<file path="config.mk">
export PLATFORM = sky130hd
export DESIGN_NAME = integer_to_digit_text_unit
export DESIGN_NICKNAME = d
export VERILOG_FILES = /design/src/hdl/itdt_pkg.sv /design/src/hdl/itdt_ctrl.sv /design/src/hdl/itdt_dpath.sv /design/src/hdl/integer_to_digit_text_unit.sv
export SDC_FILE = /design/constraint.sdc
export NUM_CORES = 1
export LEC_CHECK = 0
export ABC_AREA = 1
export BUFFER_PORTS_ARGS = -buffer_cell sky130_fd_sc_hd__buf_2
export CORE_ASPECT_RATIO = 1.1
export CORE_MARGIN = 2
export CORE_UTILIZATION = 55
export CTS_BUF_LIST = sky130_fd_sc_hd__clkbuf_16
export DETAILED_ROUTE_END_ITERATION = 16
export HOLD_SLACK_MARGIN = 0.08
export PLACE_DENSITY_LB_ADDON = 0.25
export SYNTH_ARGS = -nofsm -noshare
export SYNTH_HDL_FRONTEND = slang
export SYNTH_HIERARCHICAL = 1
export SYNTH_SLANG_ARGS = --single-unit
export TNS_END_PERCENT = 20
</file>
<file path="constraint.sdc">
create_clock -name clk -period 6.65 [get_ports clk]
set_input_delay 1.33 -clock clk [delete_from_list [all_inputs] [get_ports clk]]
set_output_delay 1.33 -clock clk [all_outputs]
set_load 0.03 [all_outputs]
</file>
<file path="src/hdl/itdt_pkg.sv">
package itdt_pkg;

  localparam int NUM_DIGITS = 20;
  localparam int BIN_W      = 64;
  localparam int BCD_W      = 4 * NUM_DIGITS;
  localparam int STEP_W     = $clog2(BIN_W);
  localparam int DCNT_W     = $clog2(NUM_DIGITS + 1);

  localparam logic [6:0] CHAR_ZERO  = 7'h30;
  localparam logic [6:0] CHAR_A     = 7'h61;
  localparam logic [6:0] CHAR_MINUS = 7'h2D;

  // Conversion modes of the kind field.
  localparam logic [1:0] KIND_UDEC = 2'd0;
  localparam logic [1:0] KIND_SDEC = 2'd1;

  typedef enum logic [2:0] {
    ST_IDLE,
    ST_CONV,
    ST_SKIP,
    ST_SIGN,
    ST_EMIT
  } state_t;

  typedef struct packed {
    logic load;        // take a new item into the datapath
    logic step;        // one shift-and-add-3 step
    logic shift;       // drop the top digit (leading zero)
    logic emit_sign;   // load a minus sign into the output register
    logic emit_digit;  // load the top digit into the output register and drop it
  } cmd_t;

  typedef struct packed {
    logic in_hex;      // mode of the item at the input port
    logic step_last;   // final conversion step
    logic top_zero;    // top digit is zero
    logic dcnt_one;    // one digit left
    logic neg;         // current item is a negative signed value
    logic out_free;    // output register can take a beat this cycle
  } stat_t;

  function automatic logic [6:0] digit_char(input logic [3:0] d);
    logic [6:0] c;
    if (d < 4'd10) begin
      c = CHAR_ZERO + {3'd0, d};
    end else begin
      c = CHAR_A + {3'd0, d - 4'd10};
    end
    return c;
  endfunction

endpackage

</file>
<file path="src/hdl/itdt_ctrl.sv">
module itdt_ctrl (
  input  logic           clk,
  input  logic           rst,
  input  logic           in_valid,
  output logic           in_stall,
  input  itdt_pkg::stat_t stat,
  output itdt_pkg::cmd_t  cmd
);
  import itdt_pkg::*;

  state_t state, state_next;

  always_ff @(posedge clk) begin
    if (rst) begin
      state <= ST_IDLE;
    end else begin
      state <= state_next;
    end
  end

  always_comb begin
    state_next = state;
    cmd        = '0;
    in_stall   = 1'b1;
    unique case (state)
      ST_IDLE: begin
        in_stall = 1'b0;
        if (in_valid) begin
          cmd.load   = 1'b1;
          state_next = stat.in_hex ? ST_SKIP : ST_CONV;
        end
      end
      ST_CONV: begin
        cmd.step = 1'b1;
        if (stat.step_last) begin
          state_next = ST_SKIP;
        end
      end
      ST_SKIP: begin
        if (stat.top_zero && !stat.dcnt_one) begin
          cmd.shift = 1'b1;
        end else begin
          state_next = stat.neg ? ST_SIGN : ST_EMIT;
        end
      end
      ST_SIGN: begin
        if (stat.out_free) begin
          cmd.emit_sign = 1'b1;
          state_next    = ST_EMIT;
        end
      end
      ST_EMIT: begin
        if (stat.out_free) begin
          cmd.emit_digit = 1'b1;
          if (stat.dcnt_one) begin
            state_next = ST_IDLE;
          end
        end
      end
      default: begin
        state_next = ST_IDLE;
      end
    endcase
  end

endmodule

</file>
<file path="src/hdl/itdt_dpath.sv">
module itdt_dpath (
  input  logic           clk,
  input  logic           rst,
  input  logic [1:0]     kind,
  input  logic [63:0]    value,
  input  itdt_pkg::cmd_t  cmd,
  output itdt_pkg::stat_t stat,
  output logic           out_valid,
  input  logic           out_stall,
  output logic [6:0]     char_code,
  output logic           last
);
  import itdt_pkg::*;

  logic [BIN_W-1:0]  bin;
  logic [BCD_W-1:0]  bcd;
  logic [BCD_W-1:0]  bcd_adj;
  logic [STEP_W-1:0] step_cnt;
  logic [DCNT_W-1:0] dcnt;
  logic              neg;
  logic              in_neg;
  logic [BIN_W-1:0]  in_mag;

  assign in_neg = (kind == KIND_SDEC) && value[BIN_W-1];
  assign in_mag = in_neg ? (~value + 64'd1) : value;

  // Add 3 to every BCD digit of 5 or more ahead of the shift.
  always_comb begin
    logic [3:0] d;
    bcd_adj = bcd;
    for (int i = 0; i < NUM_DIGITS; i++) begin
      d = bcd[4*i +: 4];
      bcd_adj[4*i +: 4] = (d >= 4'd5) ? d + 4'd3 : d;
    end
  end

  always_ff @(posedge clk) begin
    if (cmd.load) begin
      neg      <= in_neg;
      step_cnt <= '0;
      dcnt     <= DCNT_W'(NUM_DIGITS);
      if (kind[1]) begin
        bin <= '0;
        bcd <= {{(BCD_W - BIN_W){1'b0}}, value};
      end else begin
        bin <= in_mag;
        bcd <= '0;
      end
    end else if (cmd.step) begin
      bin      <= {bin[BIN_W-2:0], 1'b0};
      bcd      <= {bcd_adj[BCD_W-2:0], bin[BIN_W-1]};
      step_cnt <= step_cnt + 1'b1;
    end else if (cmd.shift || cmd.emit_digit) begin
      bcd  <= {bcd[BCD_W-5:0], 4'd0};
      dcnt <= dcnt - 1'b1;
    end
  end

  always_ff @(posedge clk) begin
    if (rst) begin
      out_valid <= 1'b0;
    end else if (cmd.emit_sign || cmd.emit_digit) begin
      out_valid <= 1'b1;
    end else if (!out_stall) begin
      out_valid <= 1'b0;
    end
  end

  always_ff @(posedge clk) begin
    if (cmd.emit_sign) begin
      char_code <= CHAR_MINUS;
      last      <= 1'b0;
    end else if (cmd.emit_digit) begin
      char_code <= digit_char(bcd[BCD_W-1 -: 4]);
      last      <= (dcnt == DCNT_W'(1));
    end
  end

  always_comb begin
    stat.in_hex    = kind[1];
    stat.step_last = (step_cnt == STEP_W'(BIN_W - 1));
    stat.top_zero  = (bcd[BCD_W-1 -: 4] == 4'd0);
    stat.dcnt_one  = (dcnt == DCNT_W'(1));
    stat.neg       = neg;
    stat.out_free  = !out_valid || !out_stall;
  end

endmodule

</file>
<file path="src/hdl/integer_to_digit_text_unit.sv">
// Sequence: accept the item, run the shift-and-add-3 conversion (decimal only), drop each
// leading zero digit, emit a minus sign if negative, then emit one character per digit.
// Flow: one item at a time, taken only in idle; dropped zeros and digits always total 20,
// and the sign and digit characters wait while the output register is stalled.
// Reset: rst is synchronous and active high; it returns the controller to idle and
// empties the output register.
module integer_to_digit_text_unit (
  input  logic        clk,
  input  logic        rst,
  input  logic        in_valid,
  output logic        in_stall,
  input  logic [1:0]  kind,
  input  logic [63:0] value,
  output logic        out_valid,
  input  logic        out_stall,
  output logic [6:0]  char_code,
  output logic        last
);
  import itdt_pkg::*;

  cmd_t  cmd;
  stat_t stat;

  itdt_ctrl u_ctrl (
    .clk      (clk),
    .rst      (rst),
    .in_valid (in_valid),
    .in_stall (in_stall),
    .stat     (stat),
    .cmd      (cmd)
  );

  itdt_dpath u_dpath (
    .clk       (clk),
    .rst       (rst),
    .kind      (kind),
    .value     (value),
    .cmd       (cmd),
    .stat      (stat),
    .out_valid (out_valid),
    .out_stall (out_stall),
    .char_code (char_code),
    .last      (last)
  );

endmodule

</file>
== Word level (Yosys, flattened, before mapping) ==
Index checks and enable logic that the tools add are counted.
Word-level totals
  bits in registers: 168
Cells by class
  add/subtract/negate cells: 26
  order comparisons: 21
  eq/ne operators: 14
  mux-type cells: 49
  bitwise logic cells: 2
  reductions and logical operators: 14
Operators by type and width (number)
  64-bit two-way mux: 5
  80-bit two-way mux: 3
  4-bit by 3-bit greater-or-equal comparator with 1-bit output (second input constant): 20
  4-bit by 2-bit adder with 4-bit output (second input constant): 19
  4-bit two-way mux: 19
  64-bit by 1-bit adder with 64-bit output (second input constant): 1
  64-bit inverter: 1
  3-bit two-way mux: 8
  3-bit one-hot mux with 5 select lines: 1
  1-bit two-way mux: 11
  2-bit != test (second input constant): 5
  6-bit by 4-bit adder with 7-bit output (first input constant): 1
  6-bit by 5-bit adder with 7-bit output (first input constant): 1
  7-bit two-way mux: 1
  6-bit by 1-bit adder with 6-bit output (second input constant): 1
  3-bit by 2-bit == test with 1-bit output (second input constant): 2
  6-bit == test (second input constant): 1
  6-bit AND reduction: 1
  5-bit by 1-bit == test with 1-bit output (second input constant): 1
  5-bit by 1-bit subtractor with 5-bit output (second input constant): 1
  4-bit zero test: 1
  4-bit less-than comparator (second input constant): 1
  2-bit by 1-bit != test with 1-bit output (second input constant): 2
  4-bit subtractor (second input constant): 1
  13 further kinds: 18

== Longest topological paths before layout ==
Gate-level depths: netlist (run 1).
  depth in word-level cells: 9
  mapped depth: 13

== Hierarchy ==
Netlist (run 1), hierarchy kept.
Modules (own cells, without submodules)
  itdt_dpath: times used 1, cells an instance 1447, area an instance 11105.7 µm²
  itdt_ctrl: times used 1, cells an instance 56, area an instance 304.0 µm²

== Worst setup path after synthesis (run 1) ==
Ideal clock, no wire load.
  path kind: input -> register
  from: input port in_valid
  to: register u_dpath.bcd[0] (enable)
  setup time: 0.996 ns
  arrival time: 3.596 ns
  data required time: 5.654 ns
  path slack: 2.058 ns
  stages: 5
  buffers on the path: 1
  cells stage by stage: inv_1 -> nor2_1 -> buf_2 -> nor2_1 -> nand3_1
RTL lines
  from (decl): RTL line integer_to_digit_text_unit.sv:10  | input logic in_valid,
  to (signal assigned): RTL line itdt_dpath.sv:44  | bcd <= {{(BCD_W - BIN_W){1'b0}}, value};
  to (signal assigned): RTL line itdt_dpath.sv:51  | bcd <= {bcd_adj[BCD_W-2:0], bin[BIN_W-1]};
  to (signal assigned): RTL line itdt_dpath.sv:54  | bcd <= {bcd[BCD_W-5:0], 4'd0};
  to (decl): RTL line itdt_dpath.sv:16  | logic [BCD_W-1:0] bcd;

==> results of run 1 <==
[power by group through the flow]
stage / clock network (mW) / logic, mW / registers, mW
6_report: 1.06 / 2.89 / 2.34
5_1_grt: 1.11 / 3.26 / 2.40
4_1_cts: 1.07 / 2.87 / 2.34
3_5_place_dp: 0 / 2.85 / 2.35
3_3_place_gp: 0 / 2.77 / 2.34
2_1_floorplan: 0 / 2.11 / 2.36
[registers in the layout (all words and copies together) (netlist names)]
name               flops
u_dpath/out_valid      1
u_dpath/neg            1
u_dpath/bcd           80
u_dpath/dcnt           5
u_ctrl/state           3
u_dpath/char_code      6
u_dpath/bin           64
u_dpath/step_cnt       6
u_dpath/last           1
[synth_stat cells (12+ instances only)]
master / instances
xor2_1: 33
ha_1: 45
nand4_1: 17
nor2_1: 184
nand2_1: 393
nand3_1: 95
inv_1: 152
nor3_1: 12
clkbuf_1: 28
a21oi_1: 69
or2_2: 16
o221ai_1: 39
o21ai_1: 22
o211ai_1: 21
o21ai_0: 129
dfxtp_1: 22
edfxtp_1: 145
[cell usage in the layout (no fill, tap or decap), types with 22 or more instances in the layout]
cell	synthesis	routed
buf_2	11	78
nor2_1	184	182
ha_1	45	45
nand2_1	393	393
dfxtp_1	22	22
nand3_1	95	94
xor2_1	33	33
o21ai_1	22	22
o221ai_1	39	39
edfxtp_1	145	145
o21ai_0	129	129
a21oi_1	69	69
inv_1	152	154
[layer usage]
layer	routed length (um)	track usage, %	up-vias
li1	-	-	5216
met4	1040	11.8	2
met5	10	0	-
met3	3000	6.16	89
met2	14900	47.9	532
met1	13300	38.3	5058
[cell type report]
type / instances / share of cell area (%)
multi-input cells: 1126 / 46.0
flip-flops and latches: 167 / 38.1
inverters: 161 / 4.82
repair buffers: 88 / 3.70
clock buffers: 17 / 3.38
well taps: 256 / 2.54
clock inverters: 12 / 1.50
[worst min-delay path by stage]
stage / start / endpoint / slack, ps
after global routing: u_dpath/char_code[3]$_SDFFE_PP1P_ / u_dpath/char_code[3]$_SDFFE_PP1P_ / 500
after detailed placement: u_dpath/char_code[6]$_SDFFE_PP0P_ / u_dpath/char_code[6]$_SDFFE_PP0P_ / 450
after global placement: u_dpath/last$_SDFFE_PP0P_ / u_dpath/last$_SDFFE_PP0P_ / 440
after floorplan: u_dpath/dcnt[2]$_SDFFE_PP1P_ / u_dpath/dcnt[2]$_SDFFE_PP1P_ / 430
final: u_dpath/char_code[6]$_SDFFE_PP0P_ / u_dpath/char_code[6]$_SDFFE_PP0P_ / 460
after CTS: u_dpath/char_code[6]$_SDFFE_PP0P_ / u_dpath/char_code[6]$_SDFFE_PP0P_ / 460
[through the flow]
stage	util (%)	area, sq um
floorplan	-	11400
global placement	58.6	12000
detailed placement	58.6	12000
CTS	61.6	12600
global route	61.6	12600
finish	61.6	12600
[kinds of logic after synthesis]
logic type	Yosys count	synth area share, %
fa+ha+maj	45	4.93
compound gates	308	16.0
xor+xnor	33	2.53
simple gates	739	27.0
flops	167	42.0
buf+inv	210	7.52
other cells	1	0.0329
[critical path: stages]
cell and delay [ps]:
buf_2 100, inv_1 80, nor2_2 50, buf_4 240, nand2_1 660, clkinv_1 790, buf_4 460, nand2_1 130
o211ai_1 100
==> results.cfg, run 1 <==
[run_status]
outcome = completed

[critical_path]
crit_path_max_fanout = 25
endpoint = u_dpath/bcd[15]$_DFFE_PP_
regToRegEndpoint = u_dpath/bcd[15]$_DFFE_PP_
rr_worst_depth = 11
path_class = in2reg
end_kind = register
timing.rr.start = u_ctrl/state[1]$_SDFFE_PP0P_
r2r_slack_ps = 3110
arrival_ps = 3970
startpoint_type = input port
critPathRequiredTime_ps = 6790
crit_start = in_valid

[clock_network]
ctsResizeCount = 0
cts_buffer_depth = 2
cts_setup_buffers = 0
cts.sinks = 167
hold_buffers = 0
cts_buffers = 17
clock_latency_ps = 440
cts_tree = built
clk_pin_slew_worst_paths_ps = 60
cts_root_buf = clkbuf_16
htree_levels = 4

[sta]
finalCritPeriodShare_pct = 57.5
setup_ws_ps = 2830
hold_ws_ps = 458
max_slew.worst_pin.slew_ps = 1100
setup_viol = 0
rsz0062_at_grt = no
slew_headroom_pct = 26.4
hold_violations = 0
drv_slew = 0
period_needed_ps = 3820
tns_ps = 0
max_freq_mhz = 261
finClkSkew_ps = 8.91

[run]
maxCapViolations = 0

[final_layout]
num_antenna_cells = 0
layout-drive-gt1-share_pct = 10.7
syn_to_final_growth_pct = 10.4
nets = 1676
multi_input_area_sq_um = 5790
ff_latch_area_sq_um = 4790
filler_cell_count = 1823
fin_cells = 1827

[yosys]
synthTopCellsByArea = edfxtp_1 (38%), nand2_1 (13%), nor2_1 (6.1%)
mappedNetlistArea_sq_um = 11400
synth_cells = 1503
synthFlopType = edfxtp_1
synth_cell_types = 41
yosysWarningCount = 6
synth.top_cell.area_share_pct = 38.2
yosys.area.top_type = edfxtp_1
synth_edf_count = 145
synth_nets = 1618
synth-seq-cells = 167
ys_seq_area_share_pct = 42.0
ys_async_sr_fraction_pct = 0
syn_avg_cell_area_sq_um = 7.59

[pwr]
p_comb_share_pct = 46.0
leakagePower_nw = 5.31
swShare_pct = 42.3
seqPwrFrac_pct = 37.2
p_clk_share_pct = 16.8
irDropWorstVdd_mv = 0.349
internal-power_mw = 3.63
p_per_area_nw_per_um2 = 500
p_switching_mw = 2.66
finalPower_mw = 6.29

[route]
num_vias = 10900
finalWirelength_um = 32300
drc = 0
wl_per_cell_um = 17.7
drt-initial-drc-count = 1137
dr.pass1.iters = 6
ant_nets = 0
vias_per_cell = 5.96

[die]
io_pins = 80
die_area_sq_um = 21900
core_area_sq_um = 20400
start_util_pct = 55.8
die_h_um = 155
num_rows = 55
dieWidth_um = 141

[grt]
grt_use_total_pct = 29.3
grt_pass1_wl_um = 50600
grt_max_degree = 84
grt_pass1_vias = 10100
overflow = 0
grt_antenna_before_repair = 1

[place]
numPortBuffers = 78
gp_congestion = 0.959
dp_slack_ps = 2420
dp_cells = 1798
dp_hpwl_um = 22900

[hold_path]
min_path_type = reg2reg
min_path_cells = 2
Power figures use the tool's default switching activity.
==> inputs of run 2 (changes only) <==
--- a/config.mk
+++ b/config.mk
@@ -5,7 +5,7 @@
 export SDC_FILE = /design/constraint.sdc
 export NUM_CORES = 1
 export LEC_CHECK = 0
-export ABC_AREA = 1
+export ABC_AREA = 0
 export BUFFER_PORTS_ARGS = -buffer_cell sky130_fd_sc_hd__buf_2
 export CORE_ASPECT_RATIO = 1.1
 export CORE_MARGIN = 2
==> constraint.sdc (replaced) <==
create_clock -name clk -period 3.76 [get_ports clk]
set_input_delay 0.752 -clock clk [delete_from_list [all_inputs] [get_ports clk]]
set_output_delay 0.752 -clock clk [all_outputs]
set_load 0.03 [all_outputs]
==> run 2 against run 1 <==
  * Worst setup slack worse by 1800 ps
  * Sequential cell count stayed put
  * First-iteration DRC count is 29% lower
  * Critical path depth is 2 lower
  * Highest routed layer is now met4
==> results.cfg, run 2 <==
[run]
maxCapViolations = 0

[pwr]
p_comb_share_pct = 42.6
swShare_pct = 40.1
irDropWorstVdd_mv = 0.608
p_switching_mw = 4.23
seqPwrFrac_pct = 39.9
p_clk_share_pct = 17.4
finalPower_mw = 10.6
p_per_area_nw_per_um2 = 857
internal-power_mw = 6.33
leakagePower_nw = 4.41

[critical_path]
crit_slowest_cell = nor4_1
cp_common_cell = nor4_1
end_kind = register
startpoint_type = input port
cp_cell_sequence = buf_2 > nor4_1 > nand4b_1 > nor4_1 > a21oi_1 > xnor2_1 > o2bb2ai_1
critPathRequiredTime_ps = 3940
rr_worst_depth = 6
slowest_delay_ps = 610
path_class = in2reg
arrival_ps = 2900
crit_path_max_fanout = 6

[final_layout]
regMostFlops = u_dpath/bcd
nets = 1373
syn_to_final_growth_pct = 11.1
filler_cell_count = 1697
final_common_cell = edfxtp_1
final_cell_mix = edfxtp_1 (145), o21ai_0 (141), nor2_1 (105)
layout-drive-gt1-share_pct = 11.7
largest_register_ffs = 80
top_regs = u_dpath/bcd (80), u_dpath/bin (64)

[clock_network]
cts_buffers = 17
cts_buffer_depth = 2
cts_tree = built
cts_root_buf = clkbuf_16
cts_setup_buffers = 0
clock_latency_ps = 430
ctsResizeCount = 0
clk_pin_slew_worst_paths_ps = 60
htree_levels = 4
cts.sinks = 167
hold_buffers = 0

[yosys]
syn_avg_cell_area_sq_um = 9.15
synthFlopType = edfxtp_1
synth_cells = 1213
yosysWarningCount = 6
synth_cell_types = 72
yosys.area.top_type = edfxtp_1
mappedNetlistArea_sq_um = 11100
synth_commonest_cells = edfxtp_1 (145), o21ai_0 (141), nor2_1 (106), nand2_1 (100), nand3_1 (81)
yosysMostFrequentCell = edfxtp_1
ys_async_sr_fraction_pct = 0
synth_nets = 1328
synth_edf_count = 145
synth.top_cell.area_share_pct = 39.2
synthTopCellsByArea = edfxtp_1 (39%), o21ai_0 (6.4%), ha_1 (5.1%)
synth-seq-cells = 167
ys_seq_area_share_pct = 43.2

[route]
finalWirelength_um = 27400
wl_per_cell_um = 18.0
vias_per_cell = 6.14
ant_nets = 0
dr.pass1.iters = 6
drc = 0
drt-initial-drc-count = 804
num_vias = 9354

[die]
start_util_pct = 56.0
dieWidth_um = 139
core_area_sq_um = 19800
die_area_sq_um = 21300
num_rows = 54
die_h_um = 153
io_pins = 80

[run_status]
outcome = completed

[grt]
grt_use_total_pct = 25.6
grt_antenna_before_repair = 0
grt_max_degree = 97
grt_pass1_wl_um = 44400
grt_pass1_vias = 8782
overflow = 0

[sta]
slew_headroom_pct = 45.3
hold_ws_ps = 461
tns_ps = 0
rsz0062_at_grt = no
finalCritPeriodShare_pct = 72.5
period_needed_ps = 2730
setup_viol = 0
drv_slew = 0
max_freq_mhz = 367
finClkSkew_ps = 8.41
hold_violations = 0
max_slew.worst_pin.slew_ps = 809

[hold_path]
min_path_cells = 1
min_path_type = reg2reg

[place]
dp_hpwl_um = 18600
gp_congestion = 0.857
numPortBuffers = 78
-- run 2: cell families (layout without fill, tap and decap cells) --
family	after synthesis	in the layout	share of synthesized area (%)
XOR/XNOR	92	92	7.26
multiplexers	27	27	2.44
AO/OA/AOI/OAI	337	337	18.8
other	1	2	0.0338
buffers and inverters	130	188	4.67
AND/OR/NAND/NOR	414	414	18.5
adder cells (fa/ha/maj)	45	45	5.07
flip-flops	167	167	43.2
-- run 2: layer usage --
| layer | track usage, % | vias up | wire length (um) | share of wire (%) |
|---|---|---|---|---|
| met1 | 35.4 | 4432 | 12100 | 44 |
| met3 | 4.45 | 46 | 1980 | 7.2 |
| met2 | 41.1 | 373 | 12900 | 47 |
| met4 | 8.51 | 0 | 529 | 1.9 |
| met5 | 0 | - | 0 | 0 |
| li1 | - | 4503 | - | - |
-- run 2: worst paths after layout --
kind                                                        start                           endpoint  slack, ps
worst max-delay path                                    value[16]          u_dpath/bin[44]$_DFFE_PP_       1030
worst max register to register       u_ctrl/state[0]$_SDFFE_PP0P_           u_dpath/bcd[0]$_DFFE_PP_       1090
worst min-delay path            u_dpath/char_code[2]$_SDFFE_PP1P_  u_dpath/char_code[2]$_SDFFE_PP1P_        460
worst min register to register  u_dpath/char_code[2]$_SDFFE_PP1P_  u_dpath/char_code[2]$_SDFFE_PP1P_        460
-- run 2: area by class of cell --
type	instances	area (sq um)	share of cell area (%)
clock buffer	17	425	3.45
clock inverter	15	185	1.50
tap	252	315	2.56
timing repair buffer	99	586	4.75
inverter	57	214	1.74
multi-input combinational	916	5810	47.1
antenna	1	2.50	0.0203
sequential	167	4790	38.9
-- run 2: worst max-delay path, delay by kind of cell --
family | cells | cell delay [ps]
simple gates | 3 | 1550
xor+xnor | 1 | 190
compound gates | 2 | 260
buf+inv | 1 | 140
-- run 2: power groups by stage --
stage          combinational, mW  sequential, mW  clock, mW
5_1_grt                     5.09            4.34       1.95
3_5_place_dp                4.46            4.23          0
6_report                    4.51            4.22       1.84
2_1_floorplan               3.42            4.08          0
4_1_cts                     4.49            4.20       1.87
3_3_place_gp                4.31            4.21          0
-- run 2: metrics by stage --
stage	utilization, %	setup slack, ps	std cells	instance area, sq um
after floorplan	-	341	1213	11100
after global placement	59.2	692	1491	11700
after detailed placement	59.2	684	1491	11700
after CTS	62.3	1090	1523	12300
after global routing	62.3	801	1523	12300
final	62.3	1030	1524	12300
==> inputs of run 3 (changes only) <==
==> constraint.sdc (replaced) <==
create_clock -name clk -period 2.5 [get_ports clk]
set_input_delay 0.5 -clock clk [delete_from_list [all_inputs] [get_ports clk]]
set_output_delay 0.5 -clock clk [all_outputs]
set_load 0.03 [all_outputs]
==> run 3 against run 2 <==
  * Utilization up 2.5 points
  * Cell count up 3.3%
  * Register-to-register slack worse by 830 ps
  * Clock power up 44%
  * Non-clock buffer count up 53
  * First-iteration DRC count down 6.2%
  * Clock skew about the same
  * Largest cell class unchanged
==> results.cfg, run 3 (same netlist as run 2, synthesis figures left out) <==
[final_layout]
nets = 1426
regMostFlops = u_dpath/bcd
top_regs = u_dpath/bcd (80), u_dpath/bin (64)
num_antenna_cells = 0
fin_cells = 1575
largest_register_ffs = 80
final_common_cell = edfxtp_1
syn_to_final_growth_pct = 15.5
stdcell_area_sq_um = 12800
final_cell_mix = edfxtp_1 (145), o21ai_0 (141), nor2_1 (104)
layout-drive-gt1-share_pct = 15.5
post-route-util_pct = 64.8

[route]
dr.pass1.iters = 5
vias_per_cell = 6.02
wl_per_cell_um = 17.3
drt-initial-drc-count = 754
ant_nets = 0
drc = 0
finalWirelength_um = 27300
num_vias = 9476

[run]
maxCapViolations = 0

[run_status]
outcome = completed

[place]
dp_slack_ps = -101
numPortBuffers = 78
place_area_sq_um = 12200
dp_hpwl_um = 19200
gp_congestion = 0.911
dp_cells = 1544

[grt]
grt_use_total_pct = 25.8
use_met1_pct = 35.8
overflow = 0
grt_use_met3_pct = 4.79
grt_pass1_wl_um = 44600
busiest_layer = met2
grt_antenna_before_repair = 0
grtUsageMet2_pct = 41.2
grt_pass1_vias = 8852
grt_max_degree = 111

[clock_network]
cts_buffers = 17
htree_levels = 4
hold_buffers = 0
cts_root_buf = clkbuf_16
clk_pin_slew_worst_paths_ps = 60
clock_latency_ps = 430
cts_tree = built
cts_setup_buffers = 0
cts.sinks = 167
cts_buffer_depth = 2

[pwr]
internal-power_mw = 9.69
leakagePower_nw = 4.69
seqPwrFrac_pct = 39.3
p_clk_share_pct = 16.5
swShare_pct = 39.8
irDropWorstVdd_mv = 0.777
p_switching_mw = 6.40
p_comb_share_pct = 44.2
p_per_area_nw_per_um2 = 1250

[die]
start_util_pct = 56.0
die_area_sq_um = 21300
die_h_um = 153
dieWidth_um = 139
io_pins = 80
num_rows = 54
core_area_sq_um = 19800

[sta]
setup_viol = 0
hold_violations = 0
finClkSkew_ps = 8.77
tns_ps = 0
period_needed_ps = 2240
setup_ws_ps = 263
finalCritPeriodShare_pct = 89.5
drv_slew = 0
max_freq_mhz = 447
rsz0062_at_grt = no
max_slew.worst_pin.slew_ps = 506
slew_headroom_pct = 66.2

[hold_path]
min_path_type = in2reg
worstHoldStart = rst
holdPathEnd = u_dpath/out_valid$_SDFFE_PP0P_
min_path_cells = 2

[critical_path]
rr_worst_depth = 7
startpoint_type = register
crit_path_max_fanout = 12
path_class = reg2reg
critPathRequiredTime_ps = 2660
r2r_slack_ps = 260
arrival_ps = 2400
timing.rr.start = u_ctrl/state[1]$_SDFFE_PP0P_
end_kind = register
regToRegEndpoint = u_dpath/bcd[64]$_SDFFCE_PP0P_
[run 3: layout make-up]
cell class | count | area (sq um)
multi-input combinational | 916 | 5820
sequential | 167 | 4790
fill | 1616 | 6980
clock inverter | 14 | 159
clock buffer | 17 | 425
inverter | 57 | 218
tap | 252 | 315
timing repair buffer | 152 | 1080
[run 3: worst max-delay path by stage]
stage | to | from | cells past startpoint | slack, ps
floorplan | u_dpath/bin[58]$_DFFE_PP_ | value[48] | 8 | -1
global placement | u_dpath/bin[58]$_DFFE_PP_ | value[48] | 7 | -60
detailed placement | u_dpath/bin[46]$_DFFE_PP_ | value[28] | 8 | -100
CTS | u_dpath/bcd[50]$_DFFE_PP_ | u_dpath/bcd[77]$_SDFFCE_PP0P_ | 7 | 190
global route | u_dpath/dcnt[4]$_SDFFE_PP1P_ | u_dpath/bcd[77]$_SDFFCE_PP0P_ | 10 | 4
finish | u_dpath/bcd[64]$_SDFFCE_PP0P_ | u_ctrl/state[1]$_SDFFE_PP0P_ | 7 | 260
[run 3: worst max-delay path, stage by stage, from the launching register on]
cell,delay (ps)
dfxtp_1,450
or3_4,460
nor2_4,260
inv_2,90
nand2_1,340
nor2_1,70
a21oi_1,170
o32ai_1,120
[run 3: per-layer routing]
| layer | vias up | share of wire [%] |
|---|---|---|
| met3 | 40 | 7.8 |
| met4 | 0 | 1.6 |
| met5 | - | 0 |
| met1 | 4478 | 44 |
| li1 | 4610 | - |
| met2 | 348 | 47 |
[run 3: power by group through the flow]
stage	clock (mW)	combinational [mW]	sequential, mW
floorplan	0	5.20	6.10
detailed placement	0	7.04	6.36
global placement	0	6.83	6.30
finish	2.65	7.12	6.32
CTS	2.70	7.11	6.31
global route	2.79	8.03	6.53
[run 3: per-stage QoR]
stage                     hold WS (ps)  power [mW]
after CTS                          311        16.1
after global routing               331        17.3
after detailed placement           457        13.4
final                              339        16.1
after floorplan                    458        11.3
after global placement             448        13.1
[run 3: what timing repair did]
| item | 4_1_cts | 5_1_grt |
|---|---|---|
| endpoints found under the setup margin | 0 | 53 |
| resized for setup | 0 | 1 |
| endpoints found under the hold margin | 0 | 0 |
